==> src/tdp_pkg.sv <==
// Shared types and constants for the trial division prime test unit.
package tdp_pkg;

  localparam int DEFAULT_VALUE_BITS = 32;
  localparam int QUEUE_DEPTH        = 2;
  localparam int FIRST_DIVISOR      = 3;
  localparam int DIVISOR_STEP       = 2;

  typedef struct packed {
    logic needs_test;
    logic quick;
  } class_t;

  localparam int CLASS_BITS = $bits(class_t);

  typedef struct packed {
    logic done;
    logic rem_zero;
  } mod_status_t;

  typedef enum logic [1:0] {
    B_IDLE,
    B_CHECK,
    B_DIVIDE,
    B_FINISH
  } back_state_t;

endpackage

==> src/tdp_in_if.sv <==
// Input channel interface: value to classify.
interface tdp_in_if #(
  parameter int VALUE_BITS = tdp_pkg::DEFAULT_VALUE_BITS
);
  logic                         valid;
  logic                         ready;
  logic signed [VALUE_BITS-1:0] value;

  modport source (output valid, output value, input ready);
  modport sink   (input valid, input value, output ready);
endinterface

==> src/tdp_out_if.sv <==
// Result channel interface: prime flag.
interface tdp_out_if;
  logic valid;
  logic ready;
  logic is_prime;

  modport source (output valid, output is_prime, input ready);
  modport sink   (input valid, input is_prime, output ready);
endinterface

==> src/trial_division_prime_test_unit.sv <==
// Top level of the trial division prime test unit.
//
//   channel  dir  payload                 transaction
//   in_ch    in   value [VALUE_BITS] s    valid & ready
//   out_ch   out  is_prime [1]            valid & ready
//
// Values that are negative, below four or even are settled by the front end and pass
// through the queue and the back end with no trial. Odd values of five or more try
// odd divisors from three while d*d <= value; each trial runs the remainder unit, which
// takes one bit per cycle, and an item needs up to about 23170 trials at 32 bits.
// Synchronous active-low reset empties the queue and idles both ends; no clearing pass.
// The front end keeps accepting into the two-entry queue, until it is full, while the
// back end or the result register is stalled.
module trial_division_prime_test_unit #(
  parameter int VALUE_BITS = tdp_pkg::DEFAULT_VALUE_BITS
) (
  input  logic      clk,
  input  logic      rst_n,
  tdp_in_if.sink    in_ch,
  tdp_out_if.source out_ch
);

  localparam int ENTRY_BITS = VALUE_BITS + tdp_pkg::CLASS_BITS;

  logic                  push_valid, push_ready;
  logic [ENTRY_BITS-1:0] push_data;
  logic                  pop_valid, pop_ready;
  logic [ENTRY_BITS-1:0] pop_data;
  logic                  mod_start;
  logic [VALUE_BITS-1:0] mod_dividend, mod_divisor;
  tdp_pkg::mod_status_t  mod_status;

  tdp_front #(
    .VALUE_BITS(VALUE_BITS),
    .ENTRY_BITS(ENTRY_BITS)
  ) u_front (
    .in_ch      (in_ch),
    .push_valid (push_valid),
    .push_data  (push_data),
    .push_ready (push_ready)
  );

  tdp_queue #(
    .WIDTH(ENTRY_BITS),
    .DEPTH(tdp_pkg::QUEUE_DEPTH)
  ) u_queue (
    .clk        (clk),
    .rst_n      (rst_n),
    .push_valid (push_valid),
    .push_data  (push_data),
    .push_ready (push_ready),
    .pop_valid  (pop_valid),
    .pop_data   (pop_data),
    .pop_ready  (pop_ready)
  );

  tdp_mod_unit #(
    .VALUE_BITS(VALUE_BITS)
  ) u_mod (
    .clk      (clk),
    .rst_n    (rst_n),
    .start    (mod_start),
    .dividend (mod_dividend),
    .divisor  (mod_divisor),
    .status   (mod_status)
  );

  tdp_back #(
    .VALUE_BITS(VALUE_BITS),
    .ENTRY_BITS(ENTRY_BITS)
  ) u_back (
    .clk          (clk),
    .rst_n        (rst_n),
    .pop_valid    (pop_valid),
    .pop_data     (pop_data),
    .pop_ready    (pop_ready),
    .mod_start    (mod_start),
    .mod_dividend (mod_dividend),
    .mod_divisor  (mod_divisor),
    .mod_status   (mod_status),
    .out_ch       (out_ch)
  );

  a_no_start_at_done: assert property (@(posedge clk) disable iff (!rst_n)
    mod_status.done |-> !mod_start)
    else $error("remainder unit restarted while reporting");

  a_start_not_done_next: assert property (@(posedge clk) disable iff (!rst_n)
    mod_start |=> !mod_status.done)
    else $error("remainder unit finished one cycle after start");

  a_done_pulse: assert property (@(posedge clk) disable iff (!rst_n)
    mod_status.done |=> !mod_status.done)
    else $error("remainder done held for more than one cycle");

  a_no_pop_while_dividing: assert property (@(posedge clk) disable iff (!rst_n)
    mod_start |=> !pop_ready)
    else $error("queue popped during a trial division");

endmodule

==> src/tdp_front.sv <==
// Front end: accept values, classify the ones that need no trial division and mark the rest for testing.
module tdp_front #(
  parameter int VALUE_BITS = tdp_pkg::DEFAULT_VALUE_BITS,
  parameter int ENTRY_BITS = VALUE_BITS + tdp_pkg::CLASS_BITS
) (
  tdp_in_if.sink               in_ch,
  output logic                 push_valid,
  output logic [ENTRY_BITS-1:0] push_data,
  input  logic                 push_ready
);

  logic [VALUE_BITS-1:0] v;
  tdp_pkg::class_t       cls;

  assign v = VALUE_BITS'(in_ch.value);

  always_comb begin
    cls.needs_test = 1'b0;
    cls.quick      = 1'b0;
    if (v[VALUE_BITS-1]) begin
      cls.quick = 1'b0;
    end else if (v < VALUE_BITS'(2)) begin
      cls.quick = 1'b0;
    end else if (v < VALUE_BITS'(4)) begin
      cls.quick = 1'b1;
    end else if (!v[0]) begin
      cls.quick = 1'b0;
    end else begin
      cls.needs_test = 1'b1;
    end
  end

  assign in_ch.ready = push_ready;
  assign push_valid  = in_ch.valid;
  assign push_data   = {v, cls};

endmodule

==> src/tdp_queue.sv <==
// Short FIFO between the front end and the back end.
module tdp_queue #(
  parameter int WIDTH = 34,
  parameter int DEPTH = tdp_pkg::QUEUE_DEPTH
) (
  input  logic             clk,
  input  logic             rst_n,
  input  logic             push_valid,
  input  logic [WIDTH-1:0] push_data,
  output logic             push_ready,
  output logic             pop_valid,
  output logic [WIDTH-1:0] pop_data,
  input  logic             pop_ready
);

  localparam int PW = (DEPTH > 1) ? $clog2(DEPTH) : 1;
  localparam int CW = $clog2(DEPTH + 1);

  logic [WIDTH-1:0] mem_r [DEPTH];
  logic [PW-1:0]    wr_ptr_r, wr_ptr_nxt;
  logic [PW-1:0]    rd_ptr_r, rd_ptr_nxt;
  logic [CW-1:0]    count_r, count_nxt;
  logic             do_push, do_pop;

  assign push_ready = (count_r != CW'(DEPTH));
  assign pop_valid  = (count_r != '0);
  assign pop_data   = mem_r[rd_ptr_r];
  assign do_push    = push_valid && push_ready;
  assign do_pop     = pop_valid && pop_ready;

  always_comb begin
    wr_ptr_nxt = wr_ptr_r;
    rd_ptr_nxt = rd_ptr_r;
    count_nxt  = count_r;
    if (do_push) begin
      wr_ptr_nxt = (wr_ptr_r == PW'(DEPTH - 1)) ? '0 : wr_ptr_r + PW'(1);
    end
    if (do_pop) begin
      rd_ptr_nxt = (rd_ptr_r == PW'(DEPTH - 1)) ? '0 : rd_ptr_r + PW'(1);
    end
    if (do_push && !do_pop) begin
      count_nxt = count_r + CW'(1);
    end else if (do_pop && !do_push) begin
      count_nxt = count_r - CW'(1);
    end
  end

  always_ff @(posedge clk) begin
    if (!rst_n) begin
      wr_ptr_r <= '0;
      rd_ptr_r <= '0;
      count_r  <= '0;
    end else begin
      wr_ptr_r <= wr_ptr_nxt;
      rd_ptr_r <= rd_ptr_nxt;
      count_r  <= count_nxt;
    end
  end

  always_ff @(posedge clk) begin
    if (do_push) begin
      mem_r[wr_ptr_r] <= push_data;
    end
  end

endmodule

==> src/tdp_mod_unit.sv <==
// Iterative remainder unit: one restoring step per cycle, remainder zero flag at the end.
module tdp_mod_unit #(
  parameter int VALUE_BITS = tdp_pkg::DEFAULT_VALUE_BITS
) (
  input  logic                  clk,
  input  logic                  rst_n,
  input  logic                  start,
  input  logic [VALUE_BITS-1:0] dividend,
  input  logic [VALUE_BITS-1:0] divisor,
  output tdp_pkg::mod_status_t  status
);

  localparam int CW = $clog2(VALUE_BITS + 1);

  logic [VALUE_BITS-1:0] shreg_r, shreg_nxt;
  logic [VALUE_BITS:0]   rem_r, rem_nxt;
  logic [CW-1:0]         cnt_r, cnt_nxt;
  logic                  busy_r, busy_nxt;
  logic                  done_r, done_nxt;
  logic [VALUE_BITS:0]   trial;
  logic [VALUE_BITS:0]   div_ext;

  assign trial   = {rem_r[VALUE_BITS-1:0], shreg_r[VALUE_BITS-1]};
  assign div_ext = {1'b0, divisor};

  always_comb begin
    shreg_nxt = shreg_r;
    rem_nxt   = rem_r;
    cnt_nxt   = cnt_r;
    busy_nxt  = busy_r;
    done_nxt  = 1'b0;
    if (start) begin
      shreg_nxt = dividend;
      rem_nxt   = '0;
      cnt_nxt   = CW'(VALUE_BITS);
      busy_nxt  = 1'b1;
    end else if (busy_r) begin
      shreg_nxt = {shreg_r[VALUE_BITS-2:0], 1'b0};
      rem_nxt   = (trial >= div_ext) ? trial - div_ext : trial;
      cnt_nxt   = cnt_r - CW'(1);
      if (cnt_r == CW'(1)) begin
        busy_nxt = 1'b0;
        done_nxt = 1'b1;
      end
    end
  end

  always_ff @(posedge clk) begin
    if (!rst_n) begin
      busy_r <= 1'b0;
      done_r <= 1'b0;
      cnt_r  <= '0;
    end else begin
      busy_r <= busy_nxt;
      done_r <= done_nxt;
      cnt_r  <= cnt_nxt;
    end
  end

  always_ff @(posedge clk) begin
    shreg_r <= shreg_nxt;
    rem_r   <= rem_nxt;
  end

  assign status.done     = done_r;
  assign status.rem_zero = (rem_r == '0);

endmodule

==> src/tdp_back.sv <==
// Back end: walk odd divisors up to the square root and drive the result register.
module tdp_back #(
  parameter int VALUE_BITS = tdp_pkg::DEFAULT_VALUE_BITS,
  parameter int ENTRY_BITS = VALUE_BITS + tdp_pkg::CLASS_BITS
) (
  input  logic                  clk,
  input  logic                  rst_n,
  input  logic                  pop_valid,
  input  logic [ENTRY_BITS-1:0] pop_data,
  output logic                  pop_ready,
  output logic                  mod_start,
  output logic [VALUE_BITS-1:0] mod_dividend,
  output logic [VALUE_BITS-1:0] mod_divisor,
  input  tdp_pkg::mod_status_t  mod_status,
  tdp_out_if.source             out_ch
);

  tdp_pkg::back_state_t  state_r, state_nxt;
  logic [VALUE_BITS-1:0] n_r, n_nxt;
  logic [VALUE_BITS-1:0] d_r, d_nxt;
  logic [VALUE_BITS:0]   sq_r, sq_nxt;
  logic                  res_r, res_nxt;
  logic                  out_valid_r, out_valid_nxt;
  logic                  out_prime_r, out_prime_nxt;
  logic                  slot_free;
  tdp_pkg::class_t       cls;
  logic [VALUE_BITS-1:0] entry_value;

  assign cls         = tdp_pkg::class_t'(pop_data[tdp_pkg::CLASS_BITS-1:0]);
  assign entry_value = pop_data[ENTRY_BITS-1:tdp_pkg::CLASS_BITS];
  assign slot_free   = !out_valid_r || out_ch.ready;

  always_ff @(posedge clk) begin
    if (!rst_n) begin
      state_r     <= tdp_pkg::B_IDLE;
      out_valid_r <= 1'b0;
    end else begin
      state_r     <= state_nxt;
      out_valid_r <= out_valid_nxt;
    end
  end

  always_ff @(posedge clk) begin
    n_r         <= n_nxt;
    d_r         <= d_nxt;
    sq_r        <= sq_nxt;
    res_r       <= res_nxt;
    out_prime_r <= out_prime_nxt;
  end

  always_comb begin
    state_nxt     = state_r;
    n_nxt         = n_r;
    d_nxt         = d_r;
    sq_nxt        = sq_r;
    res_nxt       = res_r;
    out_valid_nxt = out_valid_r && !out_ch.ready;
    out_prime_nxt = out_prime_r;
    pop_ready     = 1'b0;
    mod_start     = 1'b0;
    case (state_r)
      tdp_pkg::B_IDLE: begin
        pop_ready = 1'b1;
        if (pop_valid) begin
          n_nxt  = entry_value;
          d_nxt  = VALUE_BITS'(tdp_pkg::FIRST_DIVISOR);
          sq_nxt = (VALUE_BITS + 1)'(tdp_pkg::FIRST_DIVISOR * tdp_pkg::FIRST_DIVISOR);
          if (cls.needs_test) begin
            state_nxt = tdp_pkg::B_CHECK;
          end else begin
            res_nxt   = cls.quick;
            state_nxt = tdp_pkg::B_FINISH;
          end
        end
      end
      tdp_pkg::B_CHECK: begin
        if (sq_r > {1'b0, n_r}) begin
          res_nxt   = 1'b1;
          state_nxt = tdp_pkg::B_FINISH;
        end else begin
          mod_start = 1'b1;
          state_nxt = tdp_pkg::B_DIVIDE;
        end
      end
      tdp_pkg::B_DIVIDE: begin
        if (mod_status.done) begin
          if (mod_status.rem_zero) begin
            res_nxt   = 1'b0;
            state_nxt = tdp_pkg::B_FINISH;
          end else begin
            // advance to the next odd divisor: (d+2)^2 = d^2 + 4d + 4
            d_nxt     = d_r + VALUE_BITS'(tdp_pkg::DIVISOR_STEP);
            sq_nxt    = sq_r + {d_r[VALUE_BITS-2:0], 2'b00}
                        + (VALUE_BITS + 1)'(tdp_pkg::DIVISOR_STEP * tdp_pkg::DIVISOR_STEP);
            state_nxt = tdp_pkg::B_CHECK;
          end
        end
      end
      tdp_pkg::B_FINISH: begin
        if (slot_free) begin
          out_valid_nxt = 1'b1;
          out_prime_nxt = res_r;
          state_nxt     = tdp_pkg::B_IDLE;
        end
      end
      default: begin
        state_nxt = tdp_pkg::B_IDLE;
      end
    endcase
  end

  assign mod_dividend    = n_r;
  assign mod_divisor     = d_r;
  assign out_ch.valid    = out_valid_r;
  assign out_ch.is_prime = out_prime_r;

endmodule

==> src/flat_wrapper.sv <==
// flat-port wrapper written by rule: the top's interface ports become plain ports
module trial_division_prime_test_unit_flat 
#(
  parameter int VALUE_BITS = tdp_pkg::DEFAULT_VALUE_BITS
)
  (clk, rst_n, in_ch_valid, in_ch_value, in_ch_ready, out_ch_valid, out_ch_is_prime, out_ch_ready);
  tdp_in_if #(.VALUE_BITS(VALUE_BITS)) in_ch_i ();
  tdp_out_if out_ch_i ();
  input  logic clk;
  input  logic rst_n;
  input wire logic [$bits(in_ch_i.valid)-1:0] in_ch_valid;
  input wire logic [$bits(in_ch_i.value)-1:0] in_ch_value;
  output wire logic [$bits(in_ch_i.ready)-1:0] in_ch_ready;
  output wire logic [$bits(out_ch_i.valid)-1:0] out_ch_valid;
  output wire logic [$bits(out_ch_i.is_prime)-1:0] out_ch_is_prime;
  input wire logic [$bits(out_ch_i.ready)-1:0] out_ch_ready;
  assign in_ch_i.valid = in_ch_valid;
  assign in_ch_i.value = in_ch_value;
  assign in_ch_ready = in_ch_i.ready;
  assign out_ch_valid = out_ch_i.valid;
  assign out_ch_is_prime = out_ch_i.is_prime;
  assign out_ch_i.ready = out_ch_ready;
  trial_division_prime_test_unit #(.VALUE_BITS(VALUE_BITS)) u_core (.clk(clk), .rst_n(rst_n), .in_ch(in_ch_i), .out_ch(out_ch_i));
endmodule
==> config.mk <==
export PLATFORM = sky130hd
export DESIGN_NAME = trial_division_prime_test_unit_flat
export DESIGN_NICKNAME = d
export VERILOG_FILES = /design/src/tdp_pkg.sv /design/src/tdp_in_if.sv /design/src/tdp_out_if.sv /design/src/trial_division_prime_test_unit.sv /design/src/tdp_front.sv /design/src/tdp_queue.sv /design/src/tdp_mod_unit.sv /design/src/tdp_back.sv /design/src/flat_wrapper.sv
export SDC_FILE = /design/constraint.sdc
export NUM_CORES = 1
export LEC_CHECK = 0
export BUFFER_PORTS_ARGS = -buffer_cell sky130_fd_sc_hd__buf_2
export CAP_MARGIN = 20
export CORE_ASPECT_RATIO = 1.5
export CORE_MARGIN = 4
export CORE_UTILIZATION = 35
export DETAILED_ROUTE_END_ITERATION = 8
export MAX_ROUTING_LAYER = met4
export PLACE_DENSITY = 0.57
export SYNTH_ARGS = -nofsm -noshare
export SYNTH_HDL_FRONTEND = slang
export SYNTH_SLANG_ARGS = --single-unit
==> constraint.sdc <==
create_clock -name clk -period 8.4 [get_ports clk]
set_input_delay 2.1 -clock clk [delete_from_list [all_inputs] [get_ports clk]]
set_output_delay 2.1 -clock clk [all_outputs]
set_load 0.02 [all_outputs]
==> results_dict.tcl, run 1 <==
set metrics [dict create \
    outcome "completed" \
    synth-edff-count 195 \
    drive_gt1_share_pct 12.2 \
    initial_utilization_pct 35.5 \
    hpwl_um 24600 \
    multi_input_area_um2 6990 \
    postRouteAntennaNets 0 \
    yosysSeqAreaShare_pct 47.6 \
    fin_setup_tns_ns 0 \
    r2r_start "u_core.u_back.sq_r[7]" \
    synth_fp_nets 1499 \
    async_flop_share_pct 0 \
    drc_errors 0 \
    tritoncts "yes" \
    holdCritStartpoint "u_core.u_back.res_r" \
    wl_per_cell_um 17.4 \
    final.setup_skew_ns 0.0126 \
    postLayoutCoreUtil_pct 39.3 \
    hold_path_end "u_core.u_back.out_ch.is_prime" \
    cp-end-kind "register" \
    grt_pass1_vias 10200 \
    grt_use_met1_pct 16.2 \
    postRouteWirelength_um 32900 \
    first_pass_iters 4 \
    netlist-cell-type-count 73 \
    path_cells "ha_1 -> a21oi_1 -> nand2_1 -> a211o_1 -> a2111oi_0 -> o211a_2 -> buf_4 -> nand3b_1 -> nor2_1 -> a221o_1" \
    setup_viol 0 \
    num_antenna_cells 0 \
    post-cts-setup-buffer-count 0 \
    maxSlewHeadroom_pct 30.8 \
    io_buffer_count 38 \
    critical-path-max-stage-delay_ns 0.91 \
    yosysWarnings 0 \
    syn-cell-area_um2 14400 \
    drtIter0Drc 444 \
    nets 1531 \
    die_h_um 256 \
    synth.avg_cell_area_um2 10.8 \
    clkTransAtPathRegs_ns 0.07 \
    mostFrequentLayoutCells "edfxtp_1 (195), nor2_1 (134), ha_1 (126), inv_1 (91), nand2_1 (77)" \
    drv_cap 0 \
    die_area_um2 44400 \
    cts.repair.resized 0 \
    maxSlewViolCount 0 \
    grt_max_degree 62 \
    hold_viol 0 \
    cts-root-buf "clkbuf_16" \
    hold_path_class "register to register" \
    synth.ff_latch_count 244 \
    ctsLongestPathBuffers 3 \
    grt_util_met3_pct 1.36 \
    worstHoldPathCells 0 \
    core_area_um2 40400 \
    required_ns 8.82 \
    worstReg2RegEnd "u_core.u_mod.rem_r[27]" \
    final_cell_area_um2 15900 \
    worstPathMaxFanout 37 \
    r2r_cells 10 \
    cts_made_buffers 25 \
    io-pin-count 39 \
    cp-start-kind "register" \
    cts_num_sinks 244 \
    area_growth_pct 10.8 \
    finalCriticalPeriod_ns 4.33 \
    hold_buffers 0 \
    cp_slowest_cell "o211a_2" \
    rrSetupSlack_ns 4.07 \
    globalplace.congestion 0.874 \
    tightest_slew_ns 1.04 \
    grt_usage_pct 15.0 \
    cp.arrival_ns 4.75 \
    regArea_um2 6840 \
    fillCellCount 3902 \
    via_per_inst 5.34 \
    grt_first_pass_wirelength_um 53200 \
    min_period_over_period_pct 51.5 \
    use_met2_pct 27.7 \
    synth_top_flop_cell "edfxtp_1" \
    antenna_found_initial 0 \
    via_count 10100 \
    synth_cells 1335 \
    max_freq_mhz 231 \
    die_x_um 173 \
    insertion_delay_ns 0.54 \
    final_common_cell "edfxtp_1" \
    busiest_layer "met2" \
    overflow 0 \
    place_area_um2 15100 \
    num_rows 90 \
    criticalPathCategory "register to register" \
    rsz0062_at_grt "false" \
    htreeDepth 1 \
]
cells by family after synthesis:
family	after synthesis	share of synthesized area, %
compound gates	280	13.1
xor+xnor	83	5.06
fa+ha+maj	128	11.3
buf+inv	134	3.73
flops	244	47.6
mux	85	6.49
simple gates	381	12.7
cells in the mapped netlist (4+ instances only):
master | count | area, um^2
and2_1 | 14 | 87.6
mux2_2 | 64 | 721
or3_1 | 11 | 68.8
nand3_1 | 23 | 115
nand4_1 | 24 | 150
a31oi_1 | 13 | 81.3
buf_2 | 8 | 40.0
nor2b_1 | 7 | 43.8
a211o_1 | 5 | 43.8
nand2_1 | 77 | 289
inv_1 | 91 | 342
o211ai_1 | 12 | 90.1
nor4_1 | 20 | 125
o21bai_1 | 10 | 75.1
o21ai_0 | 52 | 260
a2111oi_0 | 4 | 35.0
o21a_1 | 12 | 90.1
mux2i_1 | 21 | 210
edfxtp_1 | 195 | 5860
a21oi_1 | 65 | 325
a41oi_1 | 5 | 43.8
and3_1 | 7 | 43.8
xnor2_1 | 57 | 499
buf_1 | 4 | 15.0
nand2b_1 | 13 | 81.3
o21ai_1 | 5 | 25.0
a211oi_1 | 36 | 270
nor3_1 | 29 | 145
nor2_1 | 135 | 507
xor2_1 | 26 | 228
ha_1 | 126 | 1580
a21o_1 | 22 | 165
nor3b_1 | 4 | 30.0
clkbuf_1 | 27 | 101
dfxtp_1 | 49 | 981
per-layer routing:
| layer | wire length [um] | part of all wire [%] |
|---|---|---|
| met5 | 0 | 0 |
| met4 | 1450 | 4.4 |
| met3 | 849 | 2.6 |
| met2 | 17500 | 53 |
| met1 | 13100 | 40 |
worst max-delay path: cells and delay by family, from the launching register on:
kind	cells	cell delay (ns)
AND/OR/NAND/NOR	3	0.46
adder cells (fa/ha/maj)	1	0.34
buffers and inverters	1	0.55
AO/OA/AOI/OAI	5	2.42
flip-flops	1	0.41
final cells by class:
cell class	instances	share of cell area [%]
repair buffers	48	1.67
inverters	91	2.15
flip-flops and latches	244	43.0
clock inverters	18	1.21
well taps	506	3.98
clock buffers	27	3.98
multi-input cells	957	44.0
flip-flops by register name, summed over array words and instances, names as in the netlist, 2 cells and up, named ones only:
signal,cells
u_core.u_queue.mem_r,68
u_core.u_mod.rem_r,33
u_core.u_back.mod_dividend,32
u_core.u_mod.shreg_r,32
u_core.u_back.mod_divisor,31
u_core.u_back.sq_r,30
u_core.u_mod.cnt_r,6
u_core.u_back.state_r,2
u_core.u_queue.count_r,2
worst max-delay path by stage:
stage | start | to | slack (ns) | cells past startpoint
after detailed placement | u_core.u_back.sq_r[7] | u_core.u_mod.rem_r[27] | 3.97 | 10
after global routing | u_core.u_back.sq_r[7] | u_core.u_mod.rem_r[27] | 3.75 | 10
final | u_core.u_back.sq_r[7] | u_core.u_mod.rem_r[27] | 4.07 | 10
after floorplan | u_core.u_back.state_r[0] | u_core.u_back.mod_divisor[10] | 2.57 | 6
after global placement | u_core.u_back.sq_r[7] | u_core.u_mod.rem_r[27] | 4.05 | 10
after CTS | u_core.u_back.sq_r[7] | u_core.u_mod.rem_r[27] | 3.94 | 10
through the flow:
| stage | setup slack, ns | instances | hold WS (ns) |
|---|---|---|---|
| 3_5_place_dp | 3.97 | 1846 | 0.419 |
| 2_1_floorplan | 2.57 | 1335 | 0.400 |
| 5_1_grt | 3.75 | 1891 | 0.436 |
| 4_1_cts | 3.94 | 1891 | 0.433 |
| 6_report | 4.07 | 1891 | 0.429 |
| 3_3_place_gp | 4.05 | 1846 | 0.421 |
Power of run 1 is not shown: default switching activity piles up to over one toggle a cycle in this logic, so the estimate is an artifact.
==> run 2, diff against run 1 <==
--- a/config.mk
+++ b/config.mk
@@ -5,6 +5,7 @@
 export SDC_FILE = /design/constraint.sdc
 export NUM_CORES = 1
 export LEC_CHECK = 0
+export ABC_AREA = 1
 export BUFFER_PORTS_ARGS = -buffer_cell sky130_fd_sc_hd__buf_2
 export CAP_MARGIN = 20
 export CORE_ASPECT_RATIO = 1.5
==> constraint.sdc (replaced) <==
create_clock -name clk -period 4.49 [get_ports clk]
set_input_delay 1.1225 -clock clk [delete_from_list [all_inputs] [get_ports clk]]
set_output_delay 1.1225 -clock clk [all_outputs]
set_load 0.02 [all_outputs]
==> results_dict.tcl, run 2 <==
set metrics [dict create \
    cp-end-kind "register" \
    critical-path-max-stage-delay_ns 0.47 \
    synth-compound-area-share_pct 8.45 \
    globalplace.congestion 1.01 \
    grt_usage_pct 18.0 \
    hold_viol 0 \
    vdd_drop_max_mv 0.394 \
    drive_gt1_share_pct 7.02 \
    worstPathMaxFanout 67 \
    cp_num_buf_inv 1 \
    synth_fp_nets 2176 \
    synth_fa_ha_area_share_pct 10.2 \
    synth-edff-count 195 \
    postLayoutCoreUtil_pct 39.2 \
    final_common_cell "nand2_1" \
    fillCellCount 4722 \
    drt-met1-wl_um 16800 \
    wl_per_cell_um 16.4 \
    required_ns 4.68 \
    p_leak_nw 8.13 \
    yosys-top-cells-area "edfxtp_1 (37%), nand2_1 (15%), ha_1 (10%)" \
    grt_max_degree 68 \
    ctsLongestPathBuffers 3 \
    hold_buffers 0 \
    final.setup_skew_ns 0.0161 \
    synth_cells 2012 \
    nets 2211 \
    cp-start-kind "register" \
    cts.repair.resized 0 \
    finalCriticalPeriod_ns 3.21 \
    largestRegisters "u_core.u_queue.mem_r (68), u_core.u_mod.rem_r (33)" \
    max_freq_mhz 311 \
    outcome "completed" \
    critPathTopFamily "simple AND/OR/NAND/NOR gates" \
    num_rows 95 \
    layout.cells.non_filler 2648 \
    via_per_inst 4.96 \
    grt_pass1_vias 13000 \
    internal_power_mw 6.84 \
    initial_utilization_pct 35.4 \
    synth_top_area_share_pct 37.0 \
    postRouteAntennaNets 0 \
    top_layer_used "met4" \
    combinationalPowerShare_pct 51.0 \
    mostFrequentLayoutCells "nand2_1 (636), inv_1 (254), edfxtp_1 (195), nand3_1 (160), nor2_1 (134)" \
    maxSlewHeadroom_pct 32.6 \
    hpwl_um 34200 \
    async_flop_share_pct 0 \
    drv_cap 0 \
    synth-xor-area-share_pct 1.22 \
    switching_power_mw 5.94 \
    cp_slowest_cell "edfxtp_1" \
    grt_first_pass_wirelength_um 68400 \
    postRouteWirelength_um 43500 \
    die_x_um 182 \
    power_density_nw_per_um2 730 \
    first_pass_iters 5 \
    synth_top_flop_cell "edfxtp_1" \
    hold_path_class "register to register" \
    insertion_delay_ns 0.54 \
    netlist-cell-type-count 51 \
    p_sw_share_pct 46.5 \
    fin_total_pwr_mw 12.8 \
    min_period_over_period_pct 71.5 \
    tightest_slew_ns 1.01 \
    synth.most_common_cell "nand2_1" \
    overflow 0 \
    yosysSeqAreaShare_pct 43.3 \
    largest_reg_flops 68 \
    fin_setup_tns_ns 0 \
    dpl.cell_count 2600 \
    clkPwrFrac_pct 17.4 \
    seqPwrFrac_pct 31.6 \
    io-pin-count 39 \
    tritoncts "yes" \
    synthTopCellsByCount "nand2_1 (636), inv_1 (254), edfxtp_1 (195)" \
    top_register "u_core.u_queue.mem_r" \
    synth_simple_gate_area_share_pct 29.0 \
    synth_mux_area_share_pct 0 \
    clkTransAtPathRegs_ns 0.06 \
    area_growth_pct 10.8 \
    place_area_um2 16600 \
    yosysWarnings 0 \
    cts-root-buf "clkbuf_16" \
    die_area_um2 48700 \
    path_cells "ha_1 -> nand2_1 -> nor2_2 -> nand4_1 -> nor3_1 -> nand3_1 -> nand2_2 -> nand2_4 -> nand2_1 -> buf_4" \
    rsz0062_at_grt "false" \
    num_antenna_cells 0 \
    via_count 13100 \
    cp.arrival_ns 3.40 \
    core_area_um2 44700 \
    cp_common_cell "nand2_1" \
    drc_errors 0 \
    setup_viol 0 \
    cts_made_buffers 25 \
    criticalPathCategory "register to register" \
    io_buffer_count 38 \
    antenna_found_initial 0 \
    final_cell_area_um2 17500 \
    htreeDepth 1 \
    synth_top_family_by_area "simple AND/OR/NAND/NOR gates" \
    synth.ff_latch_count 244 \
    synth.avg_cell_area_um2 7.86 \
    wl_met3_um 1180 \
    drtIter0Drc 645 \
    dr_wl_met2_um 22800 \
    die_h_um 268 \
    cts_num_sinks 244 \
    maxSlewViolCount 0 \
    syn-cell-area_um2 15800 \
    yosysTopAreaCell "edfxtp_1" \
    post-cts-setup-buffer-count 0 \
]
==> run 2: cell families after synthesis <==
| logic type | count (synthesis) |
|---|---|
| XOR/XNOR | 22 |
| flip-flops | 244 |
| buffers and inverters | 305 |
| adder cells (fa/ha/maj) | 128 |
| AND/OR/NAND/NOR | 1063 |
| AO/OA/AOI/OAI | 250 |
==> run 2: worst paths after layout <==
kind	slack (ns)	end	depth (start not counted)	startpoint
worst max-delay path	1.28	u_core.u_mod.shreg_r[25]	10	u_core.u_back.sq_r[22]
worst min-delay path	0.44	u_core.u_back.out_ch.is_prime	0	u_core.u_back.res_r
worst max register to register	1.28	u_core.u_mod.shreg_r[25]	10	u_core.u_back.sq_r[22]
worst min register to register	0.44	u_core.u_back.out_ch.is_prime	0	u_core.u_back.res_r
==> run 2: per-stage QoR <==
stage | setup slack (ns) | hold slack (ns)
floorplan | 1.05 | 0.400
global placement | 1.25 | 0.434
detailed placement | 1.19 | 0.436
CTS | 1.17 | 0.446
global route | 0.985 | 0.461
finish | 1.28 | 0.438
==> run 2: cell type report <==
| type | instances | area (um^2) | share of cell area, % |
|---|---|---|---|
| flip-flops and latches | 244 | 6840 | 39.1 |
| clock inverters | 20 | 240 | 1.37 |
| well taps | 582 | 728 | 4.16 |
| clock buffers | 26 | 629 | 3.60 |
| repair buffers | 52 | 333 | 1.90 |
| multi-input cells | 1463 | 7760 | 44.3 |
| inverters | 261 | 980 | 5.60 |
==> run 2: power by group through the flow <==
stage,registers [mW],clock network (mW),logic [mW]
finish,4.04,2.22,6.52
global route,4.12,2.38,7.38
CTS,4.05,2.29,6.54
detailed placement,4.09,0,6.49
global placement,4.06,0,6.45
floorplan,3.90,0,4.65
==> run 2: worst register-to-register path, stage by stage, from the launching register on <==
cell	delay (ns)
edfxtp_1	0.47
ha_1	0.34
nand2_1	0.07
nor2_2	0.11
nand4_1	0.16
nor3_1	0.44
nand3_1	0.22
nand2_2	0.15
nand2_4	0.34
nand2_1	0.18
buf_4	0.38
==> run 2: metal layers <==
layer / global-route usage, % / vias up
li1: - / 6757
met1: 18.8 / 5986
met2: 33.6 / 275
met3: 1.54 / 122
met4: 9.30 / 0
met5: - / -
Power figures use the tool's default switching activity.
==> run 3, diff against run 2 <==
==> constraint.sdc (replaced) <==
create_clock -name clk -period 3 [get_ports clk]
set_input_delay 0.75 -clock clk [delete_from_list [all_inputs] [get_ports clk]]
set_output_delay 0.75 -clock clk [all_outputs]
set_load 0.02 [all_outputs]
==> results_dict.tcl, run 3 (synthesis gave the netlist of run 2 again) <==
set metrics [dict create \
    largest_reg_flops 68 \
    r2r_start "u_core.u_back.mod_divisor[17]" \
    antenna_found_initial 0 \
    min_period_over_period_pct 93.5 \
    drv_cap 0 \
    tightest_slew_ns 0.771 \
    hpwl_um 34000 \
    power_density_nw_per_um2 1090 \
    rsz0062_at_grt "false" \
    num_antenna_cells 0 \
    worstReg2RegEnd "u_core.u_back.sq_r[28]" \
    die_x_um 182 \
    cp_num_buf_inv 1 \
    first_pass_iters 6 \
    drtIter0Drc 589 \
    vdd_drop_max_mv 0.686 \
    final.setup_skew_ns 0.0191 \
    tritoncts "yes" \
    initial_utilization_pct 35.4 \
    via_per_inst 4.92 \
    busiest_layer "met2" \
    num_rows 95 \
    cts-root-buf "clkbuf_16" \
    regArea_um2 6840 \
    top_register "u_core.u_queue.mem_r" \
    cts_num_sinks 244 \
    fillCellCount 4655 \
    cp_slowest_cell "edfxtp_1" \
    wl_per_cell_um 16.2 \
    clkTransAtPathRegs_ns 0.07 \
    hold_viol 0 \
    clkPwrFrac_pct 17.2 \
    cp-start-kind "register" \
    r2r_cells 9 \
    maxSlewViolCount 0 \
    use_met2_pct 34.4 \
    grt_util_met3_pct 1.42 \
    grt_use_met1_pct 18.5 \
    max_freq_mhz 357 \
    die_h_um 268 \
    largestRegisters "u_core.u_queue.mem_r (68), u_core.u_mod.rem_r (33)" \
    setup_viol 0 \
    grt_max_degree 65 \
    core_area_um2 44700 \
    grt_pass1_vias 12900 \
    path_cells "ha_1 -> ha_1 -> nand2_1 -> nor2_1 -> inv_1 -> nor2_1 -> nand3_1 -> nand4_1 -> a21oi_1" \
    p_sw_share_pct 46.3 \
    multi_input_area_um2 7760 \
    nets 2231 \
    rrSetupSlack_ns 0.20 \
    fin_setup_tns_ns 0 \
    globalplace.congestion 0.931 \
    finalWorstSetupSlack_ns 0.195 \
    criticalPathCategory "register to register" \
    final_common_cell "nand2_1" \
    hold_path_class "input port to register" \
    place_ws_ns 0.215 \
    cp-end-kind "register" \
    maxSlewHeadroom_pct 48.5 \
    finalCriticalPeriod_ns 2.80 \
    place_area_um2 16800 \
    mostFrequentLayoutCells "nand2_1 (636), inv_1 (254), edfxtp_1 (195), nand3_1 (160), nor2_1 (134)" \
    grt_usage_pct 17.8 \
    critical-path-max-stage-delay_ns 0.53 \
    hold_slack_ns 0.408 \
    outcome "completed" \
    postRouteWirelength_um 43200 \
    drive_gt1_share_pct 8.05 \
    insertion_delay_ns 0.55 \
    worstHoldPathCells 1 \
    cts_made_buffers 26 \
    die_area_um2 48700 \
    cp.arrival_ns 3.10 \
    postRouteAntennaNets 0 \
    drc_errors 0 \
    holdCritStartpoint "in_ch_value[17]" \
    post-cts-setup-buffer-count 0 \
    overflow 0 \
    critPathTopFamily "simple AND/OR/NAND/NOR gates" \
    final_cell_area_um2 17700 \
    worstPathMaxFanout 7 \
    p_leak_nw 8.23 \
    io-pin-count 39 \
    htreeDepth 1 \
    seqPwrFrac_pct 31.2 \
    startpoint "u_core.u_back.mod_divisor[17]" \
    hold_path_end "u_core.u_queue.mem_r[1][19]" \
    grt_first_pass_wirelength_um 67400 \
    via_count 13100 \
    combinationalPowerShare_pct 51.5 \
    switching_power_mw 8.94 \
    area_growth_pct 11.8 \
    required_ns 3.29 \
    io_buffer_count 38 \
    internal_power_mw 10.4 \
    ctsLongestPathBuffers 3 \
]
==> run 3: cell types whose count changed in the layout (fill, tap and decap cells not counted), sizes merged <==
cell / change
clkinv: -1
clkinvlp: +2
inv: +1
buf: +19
bufinv: -2
clkbuf: +2
==> run 3: how the worst max path moves through the flow <==
| stage | endpoint | slack [ns] | cells after the start |
|---|---|---|---|
| floorplan | u_core.u_back.mod_divisor[10] | 0.20 | 7 |
| global placement | u_core.u_back.sq_r[28] | 0.26 | 9 |
| detailed placement | u_core.u_mod.shreg_r[25] | 0.21 | 10 |
| CTS | u_core.u_mod.shreg_r[15] | 0.20 | 10 |
| global route | u_core.u_mod.shreg_r[15] | 0.11 | 11 |
| finish | u_core.u_back.sq_r[28] | 0.20 | 9 |
==> run 3: layout make-up <==
class                   count  share of cell area (%)
flip-flops and latches    244                    38.7
inverters                 261                    5.54
well taps                 582                    4.12
multi-input cells        1463                    43.9
clock inverters            20                    1.15
repair buffers             71                    2.76
clock buffers              28                    3.84
==> run 3: layer usage <==
metal	wire (um)	part of all wire, %
met1	16800	39
met2	23600	55
met3	1010	2.3
met4	1840	4.2
met5	0	0
==> run 3: per-stage QoR <==
stage / utilization (%) / cells / power [mW]
finish: 39.5 / 2669 / 19.3
global route: 39.5 / 2669 / 21.0
CTS: 39.5 / 2669 / 19.4
detailed placement: 37.6 / 2621 / 16.0
global placement: 37.6 / 2621 / 15.9
floorplan: - / 2012 / 12.8
==> run 3: repair_timing <==
item	in CTS	in global routing
gates resized for setup	0	1
endpoints found under the setup margin	0	1
hold buffers	0	0
==> run 3: power groups by stage <==
| stage | combinational [mW] | clock [mW] | sequential [mW] |
|---|---|---|---|
| 2_1_floorplan | 6.98 | 0 | 5.82 |
| 4_1_cts | 9.99 | 3.43 | 6.03 |
| 6_report | 9.95 | 3.32 | 6.03 |
| 3_5_place_dp | 9.95 | 0 | 6.10 |
| 5_1_grt | 11.2 | 3.57 | 6.15 |
| 3_3_place_gp | 9.82 | 0 | 6.07 |
